File: src/hw/rtl/khr_pkg.sv
`timescale 1ns / 1ps
// ----------------------------------------------------------------------------
// khr_pkg: shared types and constants for the key hold repeat ramp block
// Widths of the time path, the bit-serial multiply and divide units, input
// kind codes and configuration register indexes.
// ----------------------------------------------------------------------------
package khr_pkg;

    // time and field widths
    localparam int TIME_W    = 32;                 // time stamps, elapsed time
    localparam int CNT_W     = 16;                 // repeat_count
    localparam int RATE_W    = 10;                 // repeat_rate
    localparam int MS_W      = 16;                 // delay_ms, ramp_ms
    localparam int KIND_W    = 2;
    localparam int CFG_W     = 16;                 // widest register
    localparam int CFG_ADDR_W = 2;
    localparam int S_DATA_W  = 32;
    localparam int M_DATA_W  = 24;                 // 17 bits of fields, padded

    // arithmetic unit widths
    localparam int NUM_W     = TIME_W + 12;        // numerator, 2*rate*t + base
    localparam int DEN_W     = 27;                 // 2000 * ramp_ms fits
    localparam int MPL_W     = 16;                 // serial multiplier operand
    localparam int DIV_CNT_W = $clog2(NUM_W + 1);
    localparam int FIRED_W   = 32;

    localparam logic [FIRED_W-1:0] FIRED_CAP = '1; // saturation of totals
    localparam int DEN_UNIT  = 2000;               // 2 * ms per second
    localparam int RAMP_BASE = 15;                 // ramp start rate

    // input kind codes
    localparam logic [KIND_W-1:0] KIND_PRESS   = 2'd0;
    localparam logic [KIND_W-1:0] KIND_TICK    = 2'd1;
    localparam logic [KIND_W-1:0] KIND_RELEASE = 2'd2;

    // configuration register indexes
    localparam logic [CFG_ADDR_W-1:0] REG_DELAY = 2'd0;
    localparam logic [CFG_ADDR_W-1:0] REG_RATE  = 2'd1;
    localparam logic [CFG_ADDR_W-1:0] REG_RAMP  = 2'd2;

    // reset values of the registers
    localparam logic [MS_W-1:0]   DELAY_RST = 16'd300;
    localparam logic [RATE_W-1:0] RATE_RST  = 10'd8;
    localparam logic [MS_W-1:0]   RAMP_RST  = 16'd1000;

    // control into the serial multiplier
    typedef struct packed {
        logic start;     // load operands, begin iterating
        logic acc_clr;   // start from zero instead of the held sum
    } khr_mul_ctrl_t;

endpackage

File: src/hw/rtl/khr_mul.sv
`timescale 1ns / 1ps
// ----------------------------------------------------------------------------
// khr_mul: bit-serial shift-add multiply-accumulate
// One multiplier bit per cycle, LSB first; stops once the remaining
// multiplier bits are all zero.
// ----------------------------------------------------------------------------
module khr_mul (
    input  logic                       aclk,
    input  logic                       aresetn,
    input  khr_pkg::khr_mul_ctrl_t     ctrl,
    input  logic [khr_pkg::NUM_W-1:0]  mcand,
    input  logic [khr_pkg::MPL_W-1:0]  mplier,
    output logic [khr_pkg::NUM_W-1:0]  acc,
    output logic                       done
);
    import khr_pkg::*;

    logic               busy_reg;
    logic [NUM_W-1:0]   mcand_reg;
    logic [MPL_W-1:0]   mplier_reg;
    logic [NUM_W-1:0]   acc_reg;

    always_ff @(posedge aclk) begin
        if (!aresetn) begin
            busy_reg <= 1'b0;
        end else if (ctrl.start) begin
            busy_reg <= 1'b1;
        end else if (done) begin
            busy_reg <= 1'b0;
        end
    end

    always_ff @(posedge aclk) begin
        if (ctrl.start) begin
            mcand_reg  <= mcand;
            mplier_reg <= mplier;
            if (ctrl.acc_clr) begin
                acc_reg <= '0;
            end
        end else if (busy_reg && !done) begin
            if (mplier_reg[0]) begin
                acc_reg <= acc_reg + mcand_reg;
            end
            mcand_reg  <= {mcand_reg[NUM_W-2:0], 1'b0};
            mplier_reg <= {1'b0, mplier_reg[MPL_W-1:1]};
        end
    end

    assign done = busy_reg && (mplier_reg == '0);
    assign acc  = acc_reg;

endmodule

File: src/hw/rtl/khr_div.sv
`timescale 1ns / 1ps
// ----------------------------------------------------------------------------
// khr_div: bit-serial restoring divider
// One quotient bit per cycle; quotient bits shift into the numerator
// register as its bits move into the partial remainder.
// ----------------------------------------------------------------------------
module khr_div (
    input  logic                       aclk,
    input  logic                       aresetn,
    input  logic                       start,
    input  logic [khr_pkg::NUM_W-1:0]  num,
    input  logic [khr_pkg::DEN_W-1:0]  den,
    output logic [khr_pkg::NUM_W-1:0]  quot,
    output logic                       done
);
    import khr_pkg::*;

    logic                 busy_reg;
    logic [DIV_CNT_W-1:0] cnt_reg;
    logic [NUM_W-1:0]     num_reg;
    logic [DEN_W-1:0]     rem_reg;
    logic [DEN_W-1:0]     den_reg;
    logic [DEN_W:0]       trial;
    logic                 q_bit;

    assign trial = {rem_reg, num_reg[NUM_W-1]};
    assign q_bit = (trial >= {1'b0, den_reg});
    assign done  = busy_reg && (cnt_reg == '0);

    always_ff @(posedge aclk) begin
        if (!aresetn) begin
            busy_reg <= 1'b0;
            cnt_reg  <= '0;
        end else if (start) begin
            busy_reg <= 1'b1;
            cnt_reg  <= DIV_CNT_W'(NUM_W);
        end else if (done) begin
            busy_reg <= 1'b0;
        end else if (busy_reg) begin
            cnt_reg <= cnt_reg - 1'b1;
        end
    end

    always_ff @(posedge aclk) begin
        if (start) begin
            num_reg <= num;
            den_reg <= den;
            rem_reg <= '0;
        end else if (busy_reg && !done) begin
            if (q_bit) begin
                rem_reg <= DEN_W'(trial - {1'b0, den_reg});
            end else begin
                rem_reg <= trial[DEN_W-1:0];
            end
            num_reg <= {num_reg[NUM_W-2:0], q_bit};
        end
    end

    assign quot = num_reg;

endmodule

File: src/hw/rtl/key_hold_repeat_ramp.sv
`timescale 1ns / 1ps
// ----------------------------------------------------------------------------
// key_hold_repeat_ramp: typematic key repeat with a linear rate ramp
// Counts key repeats due from press time, delay, rate and ramp settings.
// ----------------------------------------------------------------------------
// Usage:
//   s_ channel: one item per press, tick or release. s_tuser = kind,
//   s_tdata = now_ms. m_ channel: exactly one result item per input item,
//   m_tdata = {pad, key_held, repeat_count}.
//   cfg port: delay_ms (0), repeat_rate (1), ramp_ms (2); write only while
//   the block is idle.
// Sequence (the next item is taken the cycle after the result is registered):
//   Press, release, and ticks that fire nothing pass from decode (and the
//   delay compare) straight to the output register. A tick past the delay
//   runs bit-serial multiplies (one bit per cycle, two or three passes) and
//   a bit-serial divide over the 44-bit numerator.
// Reset:
//   aresetn (sync, active low) restores the register defaults (300 ms,
//   8/s, 1000 ms), releases the key and empties the output register.
// Stall:
//   The result sits in the output register until m_tready; the block may
//   accept the next item meanwhile and holds its own result until the
//   output register frees up.
// ----------------------------------------------------------------------------
module key_hold_repeat_ramp (
    input  logic                            aclk,
    input  logic                            aresetn,
    // configuration
    input  logic                            cfg_wr_en,
    input  logic [khr_pkg::CFG_ADDR_W-1:0]  cfg_addr,
    input  logic [khr_pkg::CFG_W-1:0]       cfg_wdata,
    // input items
    input  logic                            s_tvalid,
    output logic                            s_tready,
    input  logic [khr_pkg::S_DATA_W-1:0]    s_tdata,   // [31:0] now_ms
    input  logic [khr_pkg::KIND_W-1:0]      s_tuser,   // [1:0] kind
    // result items
    output logic                            m_tvalid,
    input  logic                            m_tready,
    output logic [khr_pkg::M_DATA_W-1:0]    m_tdata    // [15:0] repeat_count,
                                                       // [16] key_held, [23:17] 0
);
    import khr_pkg::*;

    // sequencer states
    typedef enum logic [9:0] {
        S_IDLE = 10'b00_0000_0001,  // wait for an item
        S_EVAL = 10'b00_0000_0010,  // decode kind, elapsed time
        S_DLY  = 10'b00_0000_0100,  // compare against delay
        S_RAMP = 10'b00_0000_1000,  // pick ramp segment, start first multiply
        S_M1   = 10'b00_0001_0000,  // base term
        S_M2   = 10'b00_0010_0000,  // rate term
        S_M3   = 10'b00_0100_0000,  // ramp: times t
        S_DIV  = 10'b00_1000_0000,  // serial divide
        S_FIN  = 10'b01_0000_0000,  // new repeats versus fired count
        S_OUT  = 10'b10_0000_0000   // hand result to output register
    } state_t;

    state_t state_reg, state_next;

    // configuration registers
    logic [MS_W-1:0]    delay_reg;
    logic [RATE_W-1:0]  rate_reg;
    logic [MS_W-1:0]    ramp_ms_reg;

    // architectural state
    logic               held_reg;
    logic [TIME_W-1:0]  press_reg;
    logic [FIRED_W-1:0] fired_reg;

    // per-item work registers
    logic [KIND_W-1:0]  kind_reg;
    logic [TIME_W-1:0]  now_reg;
    logic [TIME_W-1:0]  elapsed_reg;
    logic [TIME_W-1:0]  x_reg;       // t, or t - ramp_ms past the ramp
    logic               short_reg;   // still inside the ramp
    logic [DEN_W-1:0]   den_reg;
    logic [FIRED_W-1:0] total_reg;
    logic [CNT_W-1:0]   cnt_reg;
    logic               upd_reg;     // tick that moves the fired count

    // output register
    logic               m_valid_reg;
    logic [M_DATA_W-1:0] m_data_reg;

    // arithmetic units
    khr_mul_ctrl_t      mul_ctrl;
    logic [NUM_W-1:0]   mul_mcand;
    logic [MPL_W-1:0]   mul_mplier;
    logic [NUM_W-1:0]   mul_acc;
    logic               mul_done;
    logic               div_start;
    logic [NUM_W-1:0]   div_quot;
    logic               div_done;

    // combinational helpers
    logic               ramp_mode;
    logic               in_ramp;
    logic               q_sat;
    logic [FIRED_W-1:0] total_calc;
    logic [FIRED_W-1:0] fired_diff;
    logic               out_free;
    logic               held_out;

    khr_mul u_mul (
        .aclk    (aclk),
        .aresetn (aresetn),
        .ctrl    (mul_ctrl),
        .mcand   (mul_mcand),
        .mplier  (mul_mplier),
        .acc     (mul_acc),
        .done    (mul_done)
    );

    // numerator goes straight from the multiply accumulator
    khr_div u_div (
        .aclk    (aclk),
        .aresetn (aresetn),
        .start   (div_start),
        .num     (mul_acc),
        .den     (den_reg),
        .quot    (div_quot),
        .done    (div_done)
    );

    assign s_tready = (state_reg == S_IDLE);
    assign out_free = !m_valid_reg || m_tready;
    assign m_tvalid = m_valid_reg;
    assign m_tdata  = m_data_reg;

    // ramp applies only when it has length and the rate climbs above 15/s
    assign ramp_mode = (ramp_ms_reg != '0) && (rate_reg > RATE_W'(RAMP_BASE));
    assign in_ramp   = ramp_mode && (x_reg < TIME_W'(ramp_ms_reg));

    // total = 1 + due, saturated
    assign q_sat      = (|div_quot[NUM_W-1:FIRED_W]) || (&div_quot[FIRED_W-1:0]);
    assign total_calc = q_sat ? FIRED_CAP : div_quot[FIRED_W-1:0] + 1'b1;
    assign fired_diff = total_reg - fired_reg;

    always_comb begin
        unique case (kind_reg)
            KIND_PRESS:   held_out = 1'b1;
            KIND_RELEASE: held_out = 1'b0;
            default:      held_out = held_reg;
        endcase
    end

    // -------------------------------------------------------------------
    // Sequencer and unit operand selection.
    //   flat:        N = 2*rate*t,                          D = 2000
    //   past ramp:   N = R*(rate+15) + 2*rate*(t-R),        D = 2000
    //   in ramp:     N = t*(2*R*15 + (rate-15)*t),          D = 2000*R
    // -------------------------------------------------------------------
    always_comb begin
        state_next       = state_reg;
        mul_ctrl.start   = 1'b0;
        mul_ctrl.acc_clr = 1'b0;
        mul_mcand        = '0;
        mul_mplier       = '0;
        div_start        = 1'b0;

        unique case (state_reg)
            S_IDLE: begin
                if (s_tvalid) begin
                    state_next = S_EVAL;
                end
            end
            S_EVAL: begin
                if (kind_reg == KIND_TICK && held_reg && rate_reg != '0) begin
                    state_next = S_DLY;
                end else begin
                    state_next = S_OUT;
                end
            end
            S_DLY: begin
                if (elapsed_reg < TIME_W'(delay_reg)) begin
                    state_next = S_OUT;
                end else begin
                    state_next = S_RAMP;
                end
            end
            S_RAMP: begin
                // first term: 2*R*15 in ramp, R*(rate+15) past it, none if flat
                mul_ctrl.start   = 1'b1;
                mul_ctrl.acc_clr = 1'b1;
                if (in_ramp) begin
                    mul_mcand  = NUM_W'({ramp_ms_reg, 1'b0});
                    mul_mplier = MPL_W'(RAMP_BASE);
                end else if (ramp_mode) begin
                    mul_mcand  = NUM_W'(ramp_ms_reg);
                    mul_mplier = MPL_W'(rate_reg) + MPL_W'(RAMP_BASE);
                end
                state_next = S_M1;
            end
            S_M1: begin
                if (mul_done) begin
                    mul_ctrl.start = 1'b1;
                    if (short_reg) begin
                        mul_mcand  = NUM_W'(x_reg);
                        mul_mplier = MPL_W'(rate_reg) - MPL_W'(RAMP_BASE);
                    end else begin
                        mul_mcand  = NUM_W'({x_reg, 1'b0});
                        mul_mplier = MPL_W'(rate_reg);
                    end
                    state_next = S_M2;
                end
            end
            S_M2: begin
                if (mul_done) begin
                    if (short_reg) begin
                        mul_ctrl.start   = 1'b1;
                        mul_ctrl.acc_clr = 1'b1;
                        mul_mcand        = mul_acc;
                        mul_mplier       = x_reg[MPL_W-1:0];
                        state_next       = S_M3;
                    end else begin
                        div_start  = 1'b1;
                        state_next = S_DIV;
                    end
                end
            end
            S_M3: begin
                if (mul_done) begin
                    div_start  = 1'b1;
                    state_next = S_DIV;
                end
            end
            S_DIV: begin
                if (div_done) begin
                    state_next = S_FIN;
                end
            end
            S_FIN: begin
                state_next = S_OUT;
            end
            S_OUT: begin
                if (out_free) begin
                    state_next = S_IDLE;
                end
            end
            default: begin
                state_next = S_IDLE;
            end
        endcase
    end

    always_ff @(posedge aclk) begin
        if (!aresetn) begin
            state_reg <= S_IDLE;
        end else begin
            state_reg <= state_next;
        end
    end

    // per-item datapath
    always_ff @(posedge aclk) begin
        case (state_reg)
            S_IDLE: begin
                kind_reg <= s_tuser;
                now_reg  <= s_tdata[TIME_W-1:0];
            end
            S_EVAL: begin
                elapsed_reg <= now_reg - press_reg;
                upd_reg     <= 1'b0;
                cnt_reg     <= (kind_reg == KIND_PRESS && !held_reg) ? CNT_W'(1) : '0;
            end
            S_DLY: begin
                x_reg <= elapsed_reg - TIME_W'(delay_reg);
            end
            S_RAMP: begin
                short_reg <= in_ramp;
                if (ramp_mode && !in_ramp) begin
                    x_reg <= x_reg - TIME_W'(ramp_ms_reg);
                end
                if (in_ramp) begin
                    den_reg <= DEN_W'(ramp_ms_reg) * DEN_W'(DEN_UNIT);
                end else begin
                    den_reg <= DEN_W'(DEN_UNIT);
                end
            end
            S_DIV: begin
                total_reg <= total_calc;
            end
            S_FIN: begin
                upd_reg <= 1'b1;
                // wrapped elapsed time can leave the total below the fired count
                if (total_reg > fired_reg) begin
                    cnt_reg <= (|fired_diff[FIRED_W-1:CNT_W]) ? '1
                                                              : fired_diff[CNT_W-1:0];
                end else begin
                    cnt_reg <= '0;
                end
            end
            default: begin
            end
        endcase
    end

    // key state, updated when the result is handed over
    always_ff @(posedge aclk) begin
        if (!aresetn) begin
            held_reg  <= 1'b0;
            press_reg <= '0;
            fired_reg <= '0;
        end else if (state_reg == S_OUT && out_free) begin
            held_reg <= held_out;
            unique case (kind_reg)
                KIND_PRESS: begin
                    if (!held_reg) begin
                        press_reg <= now_reg;
                        fired_reg <= '0;
                    end
                end
                KIND_TICK: begin
                    if (upd_reg) begin
                        fired_reg <= total_reg;
                    end
                end
                KIND_RELEASE: begin
                    press_reg <= '0;
                    fired_reg <= '0;
                end
                default: begin
                end
            endcase
        end
    end

    // output register
    always_ff @(posedge aclk) begin
        if (!aresetn) begin
            m_valid_reg <= 1'b0;
        end else if (state_reg == S_OUT && out_free) begin
            m_valid_reg <= 1'b1;
        end else if (m_tready) begin
            m_valid_reg <= 1'b0;
        end
    end

    always_ff @(posedge aclk) begin
        if (state_reg == S_OUT && out_free) begin
            m_data_reg <= M_DATA_W'({held_out, cnt_reg});
        end
    end

    // configuration writes
    always_ff @(posedge aclk) begin
        if (!aresetn) begin
            delay_reg   <= DELAY_RST;
            rate_reg    <= RATE_RST;
            ramp_ms_reg <= RAMP_RST;
        end else if (cfg_wr_en) begin
            unique case (cfg_addr)
                REG_DELAY: delay_reg   <= cfg_wdata[MS_W-1:0];
                REG_RATE:  rate_reg    <= cfg_wdata[RATE_W-1:0];
                REG_RAMP:  ramp_ms_reg <= cfg_wdata[MS_W-1:0];
                default: begin
                end
            endcase
        end
    end

endmodule

File: config.mk
export PLATFORM = sky130hd
export DESIGN_NAME = key_hold_repeat_ramp
export DESIGN_NICKNAME = d
export VERILOG_FILES = /design/src/hw/rtl/khr_pkg.sv /design/src/hw/rtl/khr_mul.sv /design/src/hw/rtl/khr_div.sv /design/src/hw/rtl/key_hold_repeat_ramp.sv
export SDC_FILE = /design/constraint.sdc
export NUM_CORES = 1
export LEC_CHECK = 0
export BUFFER_PORTS_ARGS = -buffer_cell sky130_fd_sc_hd__buf_2
export CAP_MARGIN = 10
export CORE_MARGIN = 3
export CORE_UTILIZATION = 45
export DETAILED_ROUTE_END_ITERATION = 8
export GPL_ROUTABILITY_DRIVEN = 1
export PLACE_DENSITY = 0.58
export SETUP_SLACK_MARGIN = 0.15
export SYNTH_ARGS = -nofsm -noshare
export SYNTH_HDL_FRONTEND = slang
export SYNTH_SLANG_ARGS = --single-unit
export TNS_END_PERCENT = 100
File: constraint.sdc
create_clock -name aclk -period 7.5 [get_ports aclk]
set_input_delay 0.75 -clock aclk [delete_from_list [all_inputs] [get_ports aclk]]
set_output_delay 0.75 -clock aclk [all_outputs]
set_load 0.01 [all_outputs]
==> results of run 1 <==
==> kinds of logic after synthesis <==
kind of cell	after synthesis
muxes	66
xor gates and xnor gates	205
and+or+nand+nor	1097
DFF	512
AOI/OAI and AO/OA	807
adders and majority gates	287
other	1
buffers and inverters	390
==> placed cells by master (no fill, tap or decap), types with 25 or more instances in the layout <==
cell type	count
a21boi_0	72
a21o_1	79
a21oi_1	182
a221oi_1	25
a22oi_1	35
a31oi_1	33
and2_1	26
buf_2	74
buf_4	29
clkbuf_16	62
dfxtp_1	153
edfxtp_1	359
fa_1	60
ha_1	227
inv_1	239
mux2i_1	51
nand2_1	397
nand2b_1	26
nand3_1	83
nand4_1	26
nor2_1	246
nor2b_1	66
nor3_1	73
o21a_1	48
o21ai_0	127
or3_1	29
xnor2_1	121
xor2_1	84
==> worst min path at each step <==
stage	end	from	cells past startpoint
5_1_grt	now_reg[14]	s_tdata[14]	1
3_5_place_dp	m_tdata[5]	cnt_reg[5]	0
6_report	now_reg[3]	s_tdata[3]	1
4_1_cts	now_reg[12]	s_tdata[12]	1
3_3_place_gp	m_tdata[13]	cnt_reg[13]	0
2_1_floorplan	m_tdata[0]	cnt_reg[0]	0
==> layout make-up <==
type	count	area, um2
Clock buffer	80	1710
Sequential cell	512	13800
Multi-Input combinational cell	2469	17300
Tap cell	950	1190
Inverter	243	912
Fill cell	6686	35700
Timing Repair Buffer	104	616
Clock inverter	29	260
==> through the flow <==
step,hold slack (ns),setup slack [ns]
floorplan,0.400,1.46
global placement,0.400,2.39
CTS,0.244,2.30
global route,0.269,1.97
detailed placement,0.405,2.32
finish,0.292,2.28
==> critical path: cells and delay by family, from the launching register on <==
kind | cells | cell delay (ns)
AOI/OAI and AO/OA | 6 | 1.23
DFF | 1 | 0.42
adders and majority gates | 5 | 2.40
buffers and inverters | 4 | 0.40
and+or+nand+nor | 3 | 0.63
==> per-layer routing <==
layer | up-vias | GRT usage | part of all wire
met5 | - | 0 | 0
met4 | 0 | 0.0695 | 0.031
met3 | 140 | 0.0229 | 0.045
met2 | 544 | 0.344 | 0.46
met1 | 11534 | 0.286 | 0.46
li1 | 12107 | - | -
==> power groups by stage <==
stage	combinational [W]	clock, W	sequential, W
floorplan	0.00127	0	0.00330
global placement	0.00160	0	0.00332
detailed placement	0.00163	0	0.00332
CTS	0.00164	0.00299	0.00326
global route	0.00185	0.00309	0.00327
finish	0.00164	0.00289	0.00326
==> impl_metrics.ini, run 1 <==
[route]
wl_per_cell_um = 18.0
drt_iter0_markers = 1481
antenna_left = 0
totalWireLength_um = 78900
viasPerCell = 5.54
drtPass1Iterations = 7
vias = 24325
drc = 0

[power]
clkPwrFrac = 0.371
p_comb_frac = 0.210
power_frac_seq = 0.419
peakVddDrop_v = 0.000207
p_total_w = 0.00779
netSwitchingFraction = 0.287
p_switching_w = 0.00223
powerDensity_nw_per_um2 = 217
leakage_nw = 13.6
p_int_w = 0.00556

[setup_path]
cp_slowest_cell = fa_1
worstRegToRegCells = 18
slowest_delay_ns = 0.54
worst_setup_path_end_kind = flop
cp-endpoint = den_reg[26]
r2r-end = den_reg[26]
critPathLaunch = ramp_ms_reg[10]
critPathLaunchType = flop
cp_data_arrival_time_ns = 5.70
cp_max_fo = 7
crit_type = flop to flop
ff2ff_setup_slack_ns = 2.28
r2r_start = ramp_ms_reg[10]
required_ns = 7.98
crit_chain = inv_1 > fa_1 > fa_1 > inv_1 > fa_1 > inv_1 > fa_1 > inv_1 > ha_1 > a21o_1 > a21oi_1 > nor2b_1 > o21a_1 > nor2_1 > o21ai_0 > o31a_1 > or3_1 > a21oi_1

[die]
die-width_um = 275
start_util = 0.455
io_pins = 83
die_h_um = 275
dieArea_um2 = 75700
rows = 98
core_um2 = 71600

[sta]
skew_ns = 0.0302
post-route-period-util = 0.696
finalSetupViolCount = 0
rsz0062_at_grt = false
finalSetupTns_ns = 0
tightest_slew_ns = 1.22
maxSlewHeadroom = 0.182
hold_viol = 0
fin_crit_ns = 5.22
fmax_mhz = 192
slew_violations = 0

[clock_tree]
cts_sinks = 512
tritoncts = done
cts_buffer_depth = 3
cts_buffers = 58
clock_latency_ns = 0.63
postCtsSetupRepairBufs = 0
ctsHoldBuffers = 0
h-tree-depth = 2
post_cts_resized = 0
root_buffer = clkbuf_16
path_clk_slew_ns = 0.06

[synth]
synth_largest_area_cell = edfxtp_1
yosys-top-cells-area = edfxtp_1, dfxtp_1, ha_1
synth-adder-area-share = 0.124
synthSimpleGateAreaFrac = 0.160
ys_seq_elements = 512
synth_compound_area_frac = 0.168
netlist_area_um2 = 32600
synth_edf_count = 359
synth_most_common_cell = nand2_1
synthTopCellsByCount = nand2_1, edfxtp_1, nor2_1
ys_warn_count = 0
synth_mux_area_frac = 0.0208
syn_area_per_cell_um2 = 9.68
synthXorXnorAreaFrac = 0.0551
seq_area_frac_synth = 0.425
synthFlopType = edfxtp_1
synth_top_area_frac = 0.331
synthCells = 3365
synth_cell_types = 82
synth_top_family_by_area = compound AO/OA/AOI/OAI gates
synthArstFlopShare = 0

[finish]
antenna_cells = 0
drive_gt1_frac = 0.0786
fin_cells = 4387
fin_area_um2 = 35900
finalNetCount = 3732
final_util = 0.501
areaGrowthSynthToFinish_pct = 10.1

[grt]
antenna_found_initial = 0
first_global_vias = 24163
grt_max_degree = 76
grt_usage = 0.209
overflow = 0
grt_first_pass_wirelength_um = 129000

[worst_hold_path]
hold_path_class = primary input to flop

[placed_design]
dpl-instance-area_um2 = 33900
portBuffers = 75
gp_congestion = 0.920
dp_cells = 4277
dp_hpwl_um = 59100

[job]
cap_viol_max_count = 0

[status]
status = completed
Power figures use the tool's default switching activity.
==> run 2: changes to the inputs <==
==> constraint.sdc (replaced) <==
create_clock -name aclk -period 5.1 [get_ports aclk]
set_input_delay 0.51 -clock aclk [delete_from_list [all_inputs] [get_ports aclk]]
set_output_delay 0.51 -clock aclk [all_outputs]
set_load 0.01 [all_outputs]
==> run 2 against run 1 <==
Fmax up 9.9%. Non-clock buffer count increased by 31. Register-to-register slack worse by 1.9 ns. Clock skew decreased by 0.0051 ns. Die area did not move. Hold slack lost 0.23 ns. Largest power group unchanged.
==> impl_metrics.ini, run 2 (same netlist as run 1, synthesis figures left out) <==
[finish]
finalNetCount = 3764
fin_area_um2 = 36100
drive_gt1_frac = 0.0887
areaGrowthSynthToFinish_pct = 10.7
fin_cells = 4421
final_cell_mix = nand2_1, edfxtp_1, nor2_1
mostFrequentLayoutCell = nand2_1
antenna_cells = 0

[worst_hold_path]
whs_path_depth = 1
hold_path_class = primary input to flop
hold_end = now_reg[1]
hold_start = s_tdata[1]

[setup_path]
worst_setup_path_end_kind = flop
crit_type = flop to flop
cp_data_arrival_time_ns = 5.22
ff2ff_setup_slack_ns = 0.35
critPathLaunchType = flop
worstRegToRegCells = 16
required_ns = 5.57
cp_max_fo = 5
r2r-end = den_reg[26]
r2r_start = ramp_ms_reg[5]

[clock_tree]
clock_latency_ns = 0.63
cts_sinks = 512
root_buffer = clkbuf_16
cts_buffer_depth = 3
tritoncts = done
ctsHoldBuffers = 0
path_clk_slew_ns = 0.06
cts_buffers = 59
h-tree-depth = 2

[die]
rows = 98
core_um2 = 71600
dieArea_um2 = 75700
die-width_um = 275
die_h_um = 275
start_util = 0.455
io_pins = 83

[job]
cap_viol_max_count = 0

[power]
leakage_nw = 13.7
peakVddDrop_v = 0.000299
powerDensity_nw_per_um2 = 316

[sta]
hold_viol = 0
tightest_slew_ns = 1.14
slew_violations = 0
finalSetupTns_ns = 0
fin_ws_ns = 0.353
rsz0062_at_grt = true
post-route-period-util = 0.931
maxSlewHeadroom = 0.239
skew_ns = 0.0251
finalSetupViolCount = 0
fmax_mhz = 211
fin_crit_ns = 4.75

[route]
totalWireLength_um = 78800
antenna_left = 0
drc = 0
vias = 24436
drtPass1Iterations = 6
drt_iter0_markers = 1598
wl_per_cell_um = 17.8
viasPerCell = 5.53

[placed_design]
dp_cells = 4306
dpl-instance-area_um2 = 34100
place_ws_ns = 0.0372
dp_hpwl_um = 60000
portBuffers = 75
gp_congestion = 0.951

[grt]
antenna_found_initial = 1
overflow = 0
first_global_vias = 23865
grt_max_degree = 67
grt_usage = 0.206
grt_first_pass_wirelength_um = 127000

[status]
status = completed
[run 2: worst max path at each step]
stage	startpoint	end	slack, ns
3_5_place_dp	ramp_ms_reg[9]	den_reg[26]	0.04
4_1_cts	ramp_ms_reg[9]	den_reg[26]	0.16
6_report	ramp_ms_reg[5]	den_reg[26]	0.35
2_1_floorplan	ramp_ms_reg[9]	den_reg[26]	0.28
5_1_grt	ramp_ms_reg[10]	den_reg[26]	0.15
3_3_place_gp	ramp_ms_reg[9]	den_reg[26]	0.14
[run 2: power breakdown]
group          total, W  switching [W]  internal (W)
logic           0.00246        0.00144       0.00102
registers       0.00479       0.000101       0.00469
clock network   0.00415        0.00171       0.00244
[run 2: repair_timing]
action | in CTS | in global routing
gates resized for setup | 5 | 11
setup buffers | 0 | 2
pin swaps | 0 | 1
setup endpoints to repair | 1 | 7
[run 2: metal layers]
| layer | global-route usage | wire (um) | vias to the layer above |
|---|---|---|---|
| li1 | - | - | 12190 |
| met1 | 0.284 | 36900 | 11582 |
| met2 | 0.341 | 36300 | 552 |
| met3 | 0.0260 | 3580 | 112 |
| met4 | 0.0586 | 2060 | 0 |
| met5 | 0 | 0 | - |
[run 2: worst max-delay path, cell delays in order, from the launching register on]
cell	delay, ns
dfxtp_2	0.39
inv_1	0.15
fa_1	0.49
fa_1	0.52
fa_1	0.43
fa_1	0.48
inv_1	0.04
ha_1	0.32
a21o_1	0.18
a21oi_1	0.24
nand2_1	0.11
a21oi_2	0.17
o31a_1	0.21
nor3_1	0.11
o31a_1	0.29
or3_1	0.34
a21oi_1	0.14
[run 2: area by class of cell]
class	count	area [um2]
timing repair buffer	135	861
fill	6604	35500
clock buffer	86	1680
tap	950	1190
inverter	243	912
clock inverter	26	228
sequential	512	13900
multi-input combinational	2469	17400
[run 2: metrics by stage]
step                       util  hold WS (ns)  power [W]
after CTS                 0.503        0.0135     0.0115
after floorplan               -         0.400    0.00672
after global routing      0.504        0.0299     0.0120
final                     0.504        0.0645     0.0114
after detailed placement  0.476         0.405    0.00727
after global placement    0.476         0.401    0.00721
